===== src/design/sclpwm_pkg.sv =====
package sclpwm_pkg;

  localparam int BYTE_W     = 8;
  localparam int DUTY_W     = 12;
  localparam int SPAN_W     = DUTY_W + 1;
  localparam int SPEED_W    = 7;
  localparam int MAG_W      = SPEED_W + DUTY_W;
  localparam int CFG_IDX_W  = 1;
  localparam int RESULTS    = 4;
  localparam int CNT_W      = 3;
  localparam int PTR_W      = 2;

  // floor(m / 100) == (m * RECIP) >> RECIP_SHIFT for every m below 2**MAG_W
  localparam int RECIP_W     = 20;
  localparam int RECIP_SHIFT = 26;
  localparam logic [RECIP_W-1:0] RECIP = 20'd671089;

  localparam logic [DUTY_W-1:0] DUTY_LOW_RST  = 12'd532;
  localparam logic [DUTY_W-1:0] DUTY_HIGH_RST = 12'd983;

  localparam logic [CFG_IDX_W-1:0] REG_DUTY_LOW  = 1'b0;
  localparam logic [CFG_IDX_W-1:0] REG_DUTY_HIGH = 1'b1;

  localparam logic [BYTE_W-1:0] CH_NEWLINE = 8'h0A;
  localparam logic [BYTE_W-1:0] CH_TAB     = 8'h09;
  localparam logic [BYTE_W-1:0] CH_CR      = 8'h0D;
  localparam logic [BYTE_W-1:0] CH_SPACE   = 8'h20;
  localparam logic [BYTE_W-1:0] CH_PLUS    = 8'h2B;
  localparam logic [BYTE_W-1:0] CH_MINUS   = 8'h2D;
  localparam logic [BYTE_W-1:0] CH_ZERO    = 8'h30;
  localparam logic [BYTE_W-1:0] CH_NINE    = 8'h39;
  localparam logic [BYTE_W-1:0] CH_P       = 8'h70;
  localparam logic [BYTE_W-1:0] CH_S       = 8'h73;

  localparam logic KIND_DUTY = 1'b0;
  localparam logic KIND_CAL  = 1'b1;
  localparam logic WHEEL_RIGHT = 1'b0;
  localparam logic WHEEL_LEFT  = 1'b1;

  typedef enum logic [1:0] {
    SPD_NONE,
    SPD_ZERO,
    SPD_POS
  } speed_class_e;

  typedef struct packed {
    speed_class_e       cls;
    logic [SPEED_W-1:0] mag;
  } speed_t;

  // one decoded command line, products already formed
  typedef struct packed {
    logic             cal;
    speed_class_e     cls_r;
    speed_class_e     cls_l;
    logic             span_neg;
    logic [MAG_W-1:0] mag_r;
    logic [MAG_W-1:0] mag_l;
  } job_t;

  typedef struct packed {
    logic              kind;
    logic              wheel;
    logic [DUTY_W-1:0] duty;
  } result_t;

endpackage


===== src/design/sclpwm_pair_decode.sv =====
module sclpwm_pair_decode
  import sclpwm_pkg::*;
(
  input  logic [BYTE_W-1:0] a_i,
  input  logic [BYTE_W-1:0] b_i,
  output speed_t            speed_o
);

  logic             a_blank;
  logic             a_digit;
  logic             b_digit;
  logic [3:0]       da;
  logic [3:0]       db;
  logic [SPEED_W-1:0] val;
  logic             neg;

  assign a_blank = (a_i == CH_SPACE) || ((a_i >= CH_TAB) && (a_i <= CH_CR));
  assign a_digit = (a_i >= CH_ZERO) && (a_i <= CH_NINE);
  assign b_digit = (b_i >= CH_ZERO) && (b_i <= CH_NINE);
  assign da = a_i[3:0];
  assign db = b_i[3:0];

  always_comb begin
    val = '0;
    neg = 1'b0;
    if (a_blank) begin
      if (b_digit) begin
        val = SPEED_W'(db);
      end
    end else if ((a_i == CH_MINUS) || (a_i == CH_PLUS)) begin
      if (b_digit) begin
        val = SPEED_W'(db);
        neg = (a_i == CH_MINUS);
      end
    end else if (a_digit) begin
      if (b_digit) begin
        val = SPEED_W'({da, 3'b000}) + SPEED_W'({da, 1'b0}) + SPEED_W'(db);
      end else begin
        val = SPEED_W'(da);
      end
    end
  end

  // "-0" reads as zero
  always_comb begin
    speed_o.mag = val;
    if (val == '0) begin
      speed_o.cls = SPD_ZERO;
    end else if (neg) begin
      speed_o.cls = SPD_NONE;
    end else begin
      speed_o.cls = SPD_POS;
    end
  end

endmodule


===== src/design/sclpwm_result_stage.sv =====
module sclpwm_result_stage
  import sclpwm_pkg::*;
(
  input  logic              clk_i,
  input  logic              rst_ni,
  input  logic              job_valid_i,
  input  job_t              job_i,
  input  logic [DUTY_W-1:0] duty_low_i,
  output logic              take_o,
  output logic              out_valid_o,
  input  logic              out_ready_i,
  output logic              out_kind_o,
  output logic              out_wheel_o,
  output logic [DUTY_W-1:0] out_duty_o,
  output logic              out_last_o
);

  localparam int PROD_W = MAG_W + RECIP_W;

  result_t          slot_q [RESULTS];
  result_t          slot_d [RESULTS];
  logic [CNT_W-1:0] cnt_q, cnt_d;
  logic [PTR_W-1:0] ptr_q, ptr_d;
  logic             valid_q, valid_d;

  logic [PROD_W-1:0] prod_r, prod_l;
  logic [DUTY_W-1:0] quo_r, quo_l;
  logic [DUTY_W-1:0] duty_r, duty_l;
  logic [PTR_W-1:0]  nr;
  logic              is_last;
  logic              beat;
  logic              load;

  // divide by 100 through the reciprocal
  assign prod_r = PROD_W'(job_i.mag_r) * PROD_W'(RECIP);
  assign prod_l = PROD_W'(job_i.mag_l) * PROD_W'(RECIP);
  assign quo_r  = prod_r[RECIP_SHIFT +: DUTY_W];
  assign quo_l  = prod_l[RECIP_SHIFT +: DUTY_W];
  assign duty_r = job_i.span_neg ? (duty_low_i - quo_r) : (duty_low_i + quo_r);
  assign duty_l = job_i.span_neg ? (duty_low_i - quo_l) : (duty_low_i + quo_l);

  assign is_last = ((CNT_W'(ptr_q) + CNT_W'(1)) == cnt_q);
  assign beat    = valid_q && out_ready_i;
  assign take_o  = !valid_q || (out_ready_i && is_last);
  assign load    = job_valid_i && take_o;

  // build the ordered result list: right wheel first, then left
  always_comb begin
    for (int i = 0; i < RESULTS; i++) begin
      slot_d[i] = '0;
    end
    nr    = '0;
    cnt_d = '0;
    if (job_i.cal) begin
      slot_d[0].kind = KIND_CAL;
      cnt_d = CNT_W'(1);
    end else begin
      case (job_i.cls_r)
        SPD_ZERO: begin
          slot_d[1].wheel = WHEEL_LEFT;
          nr = PTR_W'(2);
        end
        SPD_POS: begin
          slot_d[0].duty = duty_r;
          nr = PTR_W'(1);
        end
        default: nr = '0;
      endcase
      cnt_d = CNT_W'(nr);
      case (job_i.cls_l)
        SPD_ZERO: begin
          slot_d[nr + PTR_W'(1)].wheel = WHEEL_LEFT;
          cnt_d = CNT_W'(nr) + CNT_W'(2);
        end
        SPD_POS: begin
          slot_d[nr].wheel = WHEEL_LEFT;
          slot_d[nr].duty  = duty_l;
          cnt_d = CNT_W'(nr) + CNT_W'(1);
        end
        default: cnt_d = CNT_W'(nr);
      endcase
    end
  end

  always_comb begin
    valid_d = valid_q;
    ptr_d   = ptr_q;
    if (load) begin
      valid_d = 1'b1;
      ptr_d   = '0;
    end else if (beat && is_last) begin
      valid_d = 1'b0;
    end else if (beat) begin
      ptr_d = ptr_q + PTR_W'(1);
    end
  end

  always_ff @(posedge clk_i or negedge rst_ni) begin
    if (!rst_ni) begin
      valid_q <= 1'b0;
      ptr_q   <= '0;
      cnt_q   <= '0;
    end else begin
      valid_q <= valid_d;
      ptr_q   <= ptr_d;
      if (load) begin
        cnt_q <= cnt_d;
      end
    end
  end

  always_ff @(posedge clk_i) begin
    if (load) begin
      for (int i = 0; i < RESULTS; i++) begin
        slot_q[i] <= slot_d[i];
      end
    end
  end

  assign out_valid_o = valid_q;
  assign out_kind_o  = slot_q[ptr_q].kind;
  assign out_wheel_o = slot_q[ptr_q].wheel;
  assign out_duty_o  = slot_q[ptr_q].duty;
  assign out_last_o  = is_last;

endmodule


===== src/design/speed_command_line_to_pwm.sv =====
// Speed command line to PWM duty writer. Received serial bytes go into a line
// buffer of LINE_BYTES bytes (the write index sticks at the last slot); a
// newline ends the line and sends out one result beat per write: a calibrate
// request when byte 0 is 's' and byte 4 is 'p', otherwise duty writes for the
// right wheel (bytes 0-1) and then the left wheel (bytes 3-4), each read as a
// two-character signed decimal. Speeds 1..99 give
// duty_low + speed*(duty_high-duty_low)/100, zero gives a zero write to both
// wheels, a negative speed gives nothing; out_last_o marks the final beat of
// a line. Timing: a byte can be taken every cycle. A newline is decoded and
// multiplied into the job register at its accept edge, moves into the result
// list when the result register is free, and its beats leave one per cycle
// while out_ready_i is high, so the first beat shows after both registers are
// loaded. A line with n results (n up to 4) holds the result register until
// its last beat is taken; a newline that finds the job register still held
// waits with in_ready_o low until the list ahead of it drains. Duty registers
// are written through the plain write port (index 0 duty_low, 1 duty_high).
module speed_command_line_to_pwm
  import sclpwm_pkg::*;
#(
  parameter int LINE_BYTES = 8
) (
  input  logic                 clk_i,
  input  logic                 rst_ni,
  // byte channel
  input  logic                 in_valid_i,
  output logic                 in_ready_o,
  input  logic [BYTE_W-1:0]    in_rx_byte_i,
  // result channel
  output logic                 out_valid_o,
  input  logic                 out_ready_i,
  output logic                 out_kind_o,
  output logic                 out_wheel_o,
  output logic [DUTY_W-1:0]    out_duty_o,
  output logic                 out_last_o,
  // configuration writes
  input  logic                 cfg_we_i,
  input  logic [CFG_IDX_W-1:0] cfg_index_i,
  input  logic [DUTY_W-1:0]    cfg_wdata_i
);

  localparam int IDX_W = $clog2(LINE_BYTES);
  localparam logic [IDX_W-1:0] LAST_IDX = IDX_W'(LINE_BYTES - 1);

  // line buffer slots that the decoder looks at
  localparam logic [IDX_W-1:0] POS_R_HI = IDX_W'(0);
  localparam logic [IDX_W-1:0] POS_R_LO = IDX_W'(1);
  localparam logic [IDX_W-1:0] POS_L_HI = IDX_W'(3);
  localparam logic [IDX_W-1:0] POS_L_LO = IDX_W'(4);

  logic [DUTY_W-1:0] duty_low_q, duty_high_q;
  logic [BYTE_W-1:0] store_q [LINE_BYTES];
  logic [IDX_W-1:0]  widx_q, widx_d;

  logic              job_valid_q, job_valid_d;
  job_t              job_q, job_d;
  logic              take;
  logic              job_move;

  logic              in_beat;
  logic              is_nl;
  logic [BYTE_W-1:0] b0, b1, b3, b4;
  speed_t            spd_r, spd_l;
  logic              cal;
  logic [CNT_W-1:0]  n_r, n_l, n_all;
  logic [SPAN_W-1:0] span;
  logic [DUTY_W-1:0] span_abs;

  // ---------------------------------------------------------------------
  // configuration registers
  // ---------------------------------------------------------------------
  always_ff @(posedge clk_i or negedge rst_ni) begin
    if (!rst_ni) begin
      duty_low_q  <= DUTY_LOW_RST;
      duty_high_q <= DUTY_HIGH_RST;
    end else if (cfg_we_i) begin
      case (cfg_index_i)
        REG_DUTY_LOW:  duty_low_q  <= cfg_wdata_i;
        REG_DUTY_HIGH: duty_high_q <= cfg_wdata_i;
        default: ;
      endcase
    end
  end

  // ---------------------------------------------------------------------
  // byte intake and line buffer
  // ---------------------------------------------------------------------
  // the job register frees in the same cycle the result stage takes it;
  // only a newline needs it, other bytes go straight into the buffer
  assign job_move   = job_valid_q && take;
  assign in_ready_o = !is_nl || !job_valid_q || take;
  assign in_beat    = in_valid_i && in_ready_o;
  assign is_nl      = (in_rx_byte_i == CH_NEWLINE);

  always_comb begin
    widx_d = widx_q;
    if (in_beat) begin
      if (is_nl) begin
        widx_d = '0;
      end else if (widx_q != LAST_IDX) begin
        widx_d = widx_q + IDX_W'(1);
      end
    end
  end

  // a newline leaves the buffer filled with ascii zero; the terminator is only
  // patched in at the write index, for the decode of this same line
  always_ff @(posedge clk_i or negedge rst_ni) begin
    if (!rst_ni) begin
      widx_q <= '0;
      for (int i = 0; i < LINE_BYTES; i++) begin
        store_q[i] <= '0;
      end
    end else begin
      widx_q <= widx_d;
      if (in_beat) begin
        if (is_nl) begin
          for (int i = 0; i < LINE_BYTES; i++) begin
            store_q[i] <= CH_ZERO;
          end
        end else begin
          store_q[widx_q] <= in_rx_byte_i;
        end
      end
    end
  end

  // ---------------------------------------------------------------------
  // line decode, with the terminator patched in at the write index
  // ---------------------------------------------------------------------
  assign b0 = (widx_q == POS_R_HI) ? '0 : store_q[POS_R_HI];
  assign b1 = (widx_q == POS_R_LO) ? '0 : store_q[POS_R_LO];
  assign b3 = (widx_q == POS_L_HI) ? '0 : store_q[POS_L_HI];
  assign b4 = (widx_q == POS_L_LO) ? '0 : store_q[POS_L_LO];

  assign cal = (b0 == CH_S) && (b4 == CH_P);

  sclpwm_pair_decode u_dec_r (
    .a_i     (b0),
    .b_i     (b1),
    .speed_o (spd_r)
  );

  sclpwm_pair_decode u_dec_l (
    .a_i     (b3),
    .b_i     (b4),
    .speed_o (spd_l)
  );

  // beats per wheel: zero speed writes both wheels
  always_comb begin
    case (spd_r.cls)
      SPD_ZERO: n_r = CNT_W'(2);
      SPD_POS:  n_r = CNT_W'(1);
      default:  n_r = '0;
    endcase
    case (spd_l.cls)
      SPD_ZERO: n_l = CNT_W'(2);
      SPD_POS:  n_l = CNT_W'(1);
      default:  n_l = '0;
    endcase
    n_all = cal ? CNT_W'(1) : (n_r + n_l);
  end

  // span sign kept apart so the product stays unsigned
  assign span     = {1'b0, duty_high_q} - {1'b0, duty_low_q};
  assign span_abs = span[SPAN_W-1] ? DUTY_W'(-span) : span[DUTY_W-1:0];

  always_comb begin
    job_d.cal      = cal;
    job_d.cls_r    = spd_r.cls;
    job_d.cls_l    = spd_l.cls;
    job_d.span_neg = span[SPAN_W-1];
    job_d.mag_r    = MAG_W'(spd_r.mag) * MAG_W'(span_abs);
    job_d.mag_l    = MAG_W'(spd_l.mag) * MAG_W'(span_abs);
  end

  // a line with nothing to send never occupies the job register
  always_comb begin
    job_valid_d = job_valid_q;
    if (in_beat && is_nl && (n_all != '0)) begin
      job_valid_d = 1'b1;
    end else if (job_move) begin
      job_valid_d = 1'b0;
    end
  end

  always_ff @(posedge clk_i or negedge rst_ni) begin
    if (!rst_ni) begin
      job_valid_q <= 1'b0;
    end else begin
      job_valid_q <= job_valid_d;
    end
  end

  always_ff @(posedge clk_i) begin
    if (in_beat && is_nl) begin
      job_q <= job_d;
    end
  end

  // ---------------------------------------------------------------------
  // result list and output register
  // ---------------------------------------------------------------------
  sclpwm_result_stage u_result (
    .clk_i       (clk_i),
    .rst_ni      (rst_ni),
    .job_valid_i (job_valid_q),
    .job_i       (job_q),
    .duty_low_i  (duty_low_q),
    .take_o      (take),
    .out_valid_o (out_valid_o),
    .out_ready_i (out_ready_i),
    .out_kind_o  (out_kind_o),
    .out_wheel_o (out_wheel_o),
    .out_duty_o  (out_duty_o),
    .out_last_o  (out_last_o)
  );

  // ---------------------------------------------------------------------
  // assertions
  // ---------------------------------------------------------------------
  a_job_holds: assert property (@(posedge clk_i) disable iff (!rst_ni)
    job_valid_q && !take |=> job_valid_q && $stable(job_q))
    else $error("pending job lost while result stage busy");

  a_cal_alone: assert property (@(posedge clk_i) disable iff (!rst_ni)
    out_valid_o && (out_kind_o == KIND_CAL) |->
      out_last_o && (out_wheel_o == WHEEL_RIGHT) && (out_duty_o == '0))
    else $error("calibrate beat not a lone zero beat");

  a_idx_step: assert property (@(posedge clk_i) disable iff (!rst_ni)
    in_beat && !is_nl |=>
      (widx_q == (($past(widx_q) == LAST_IDX) ? LAST_IDX : ($past(widx_q) + IDX_W'(1)))))
    else $error("write index did not advance or clamp");

  a_nl_clears: assert property (@(posedge clk_i) disable iff (!rst_ni)
    in_beat && is_nl |=> (widx_q == '0) && (store_q[POS_R_HI] == CH_ZERO)
      && (store_q[POS_L_LO] == CH_ZERO))
    else $error("newline did not reset the line buffer");

endmodule


===== config.mk =====
export PLATFORM = sky130hd
export DESIGN_NAME = speed_command_line_to_pwm
export DESIGN_NICKNAME = d
export VERILOG_FILES = /design/src/design/sclpwm_pkg.sv /design/src/design/sclpwm_pair_decode.sv /design/src/design/sclpwm_result_stage.sv /design/src/design/speed_command_line_to_pwm.sv
export SDC_FILE = /design/constraint.sdc
export NUM_CORES = 1
export LEC_CHECK = 0
export ABC_AREA = 0
export BUFFER_PORTS_ARGS = -buffer_cell sky130_fd_sc_hd__buf_2
export CAP_MARGIN = 20
export CORE_MARGIN = 10
export CORE_UTILIZATION = 45
export DETAILED_ROUTE_END_ITERATION = 6
export SYNTH_ARGS = -nofsm -noshare
export SYNTH_HDL_FRONTEND = slang
export SYNTH_SLANG_ARGS = --single-unit

===== constraint.sdc =====
create_clock -name clk_i -period 9.91 [get_ports clk_i]
set_clock_uncertainty 0.1 [all_clocks]
set_input_delay 1.982 -clock clk_i [delete_from_list [all_inputs] [get_ports clk_i]]
set_output_delay 1.982 -clock clk_i [all_outputs]
set_load 0.02 [all_outputs]

==> run metrics <==
Final Max Slew Viols=0; Yosys top cell area share=0.266; Commonest cells post-synth=inv_1 (641), ha_1 (457), fa_1 (355), nand2_1 (240), nor2_1 (120); core box area=0.0589 sq mm; Top Usage Layer GRT=met2; GR Util met1=0.246; I/O pin total=43; count leader, synth=inv_1; CP max stage delay=0.63 ns; Hold Vio Cnt, Final=0; RSZ-0062 raised after global routing=false; FFs w/ async S/R, synth=0.405; reg2reg end=u_result.slot_q[0][11]; Relative slew margins=0.334; Tot GR Track Use=0.188; clock buffer count from CTS=17; Iter 0 DRT Violations=944; maximum clock frequency=108 MHz; later-pin clock latency in the skew report=0.47 ns; DR pass1 iterations=5; Post-CTS Setup Inserts=0; # clock sinks=163; port bufs=42; yosys warns=0; ANT cells=0; Leakage=14.8 nW; Post-synth EDFFs=97; peak supply drop=0.137 mV; period utilization=0.931; clk buf depth=2; largest cells by area after synthesis=fa_1 (27%), ha_1 (21%), edfxtp_1 (11%), inv_1 (9.0%), dfrtp_1 (5.1%); Seq cells post-synth=163; vias=18,800; Worst setup SP type=flip-flop; Initial Utilization=0.454; post-CTS sizing=0; Critical Path AT=9.32 ns; die boundary height=264 um; CTS clk-pin slew, worst paths=0.08 ns; syn_nets=3,608; Die ar.=0.0696 sq mm; R2R Path Start=job_q[16]; Crit Path Max Fanout=6; WHS=0.405 ns; post-synthesis cell area=0.0267 sq mm; layout cell share with drive strength beyond 1=0.0628; max-cap viol count=0; DRC=0; Hold EP=store_q[28]; cells on worst reg2reg path=31; final WL=63,800 um; hold path depth=2; hold_buf cts=0; TritonCTS clock tree=done; initial antenna violation count=0; cell accounting for the most synthesized area=fa_1; Least-Margin Pin Slew=0.996 ns; area added between synthesis and finish=6.87%; num rows=89; flop2flop setup slack=0.68 ns; gpl congestion=0.916; GR met2 Demand/Resource=0.320; CP endpoint kind=flip-flop; Post-synth top flop=edfxtp_1; M3 GR Usage=0.0234; most used cell, CP=fa_1; drt via density=5.24; largest net degree at the start of global routing=67; outcome=completed; minimum clock period=9.23 ns; Detail Route Antenna Nets=0; post-synthesis cell count=2,770; Worst EP required=10.00 ns; Seq/Total Area, Yosys=0.171; Clock Tree Root=clkbuf_16; crit path max-delay cell type=fa_1; CTS H-tree lvls=4; worst setup path startpoint=job_q[16]; grt ovf=0; Mean Syn Cell Area=9.65 sq um; vias in the first global route=20,200; Setup violations, final=0; Sum Neg Setup Slack=0 ns; wire per inst=17.8 um; HP Start=store_q[28]; Netlist cell types=88; crit path kind=reg2reg; power per cell area=123 mW/mm^2; Die Width=264 um; first-pass GRT wire length=106,000 um; Layout Nets=3,643; worst min path class=reg2reg; post-DP HPWL=54,300 um
## critical path: cells and delay by family, from the launching register on
kind            cells  cell delay, ns
fa+ha+maj           9            4.10
compound gates     14            2.91
flops               1            0.58
buf+inv             5            0.41
xor+xnor            3            0.86
## cell families (layout without fill, tap and decap cells)
family,count (synthesis),in the layout,synth area share
AOI/OAI and AO/OA,329,329,0.0812
xor gates and xnor gates,122,122,0.0410
and+or+nand+nor,613,613,0.109
adders and majority gates,812,812,0.480
buffers and inverters,696,744,0.0982
muxes,35,35,0.0199
DFF,163,163,0.171
## cell type report
cell class / instances / area, sq um
inverter: 641 / 2410
clock inverter: 15 / 186
tap: 773 / 967
timing repair buffer: 71 / 457
clock buffer: 17 / 425
fill: 5456 / 30300
sequential: 163 / 4580
multi-input combinational: 1911 / 19600
## how the worst max path moves through the flow
stage                             end  slack [ns]  cells after the start
6_report       u_result.slot_q[0][11]        0.68                     31
5_1_grt        u_result.slot_q[0][10]        0.13                     31
4_1_cts        u_result.slot_q[0][11]        0.40                     31
3_5_place_dp   u_result.slot_q[0][11]        0.46                     31
3_3_place_gp   u_result.slot_q[0][11]        0.55                     31
2_1_floorplan  u_result.slot_q[0][11]        1.57                     31
## where the power goes
group | total (mW) | switching (mW) | internal, mW
sequential | 0.931 | 0.106 | 0.825
combinational | 1.88 | 1.16 | 0.714
clock | 0.706 | 0.342 | 0.364
## cell usage in the layout (no fill, tap or decap), drive strengths merged, types with 10 or more instances in the layout
cell type	count
clkbuf	17
nand3	58
inv	649
xor2	32
o21bai	14
and3	13
o21a	17
a21oi	89
nor2b	28
nor2	120
edfxtp	97
a211oi	10
buf	71
or2	10
mux2	16
nor3	27
o21ai	76
ha	457
fa	355
nand2	240
nor4	11
a21o	27
dfstp	11
mux4	13
or3	12
nand2b	16
dfrtp	55
o22ai	16
xnor2	88
and2	46
## stage by stage
stage / setup WS, ns / cells / area [sq um] / total power, mW / util
global placement: 0.550 / 3556 / 27900 / 2.75 / 0.474
CTS: 0.401 / 3589 / 28500 / 3.53 / 0.484
floorplan: 1.57 / 2770 / 26700 / 2.22 / -
finish: 0.681 / 3591 / 28600 / 3.51 / 0.485
global route: 0.132 / 3591 / 28600 / 3.78 / 0.485
detailed placement: 0.463 / 3557 / 27900 / 2.80 / 0.474
## metal layers
layer	wire length, um	vias up	share of wire
li1	-	8996	-
met1	29000	9363	0.45
met2	30800	359	0.48
met3	2430	88	0.038
met4	1560	0	0.024
met5	0	-	0
## state kept, by name (all words and copies together), names as in the netlist, 2 cells and up
signal           cells
store_q             32
job_q               44
duty_high_q         12
widx_q               3
u_result.cnt_q       3
duty_low_q          12
u_result.slot_q     53
u_result.ptr_q       2
(Power assumes the default switching activity.)
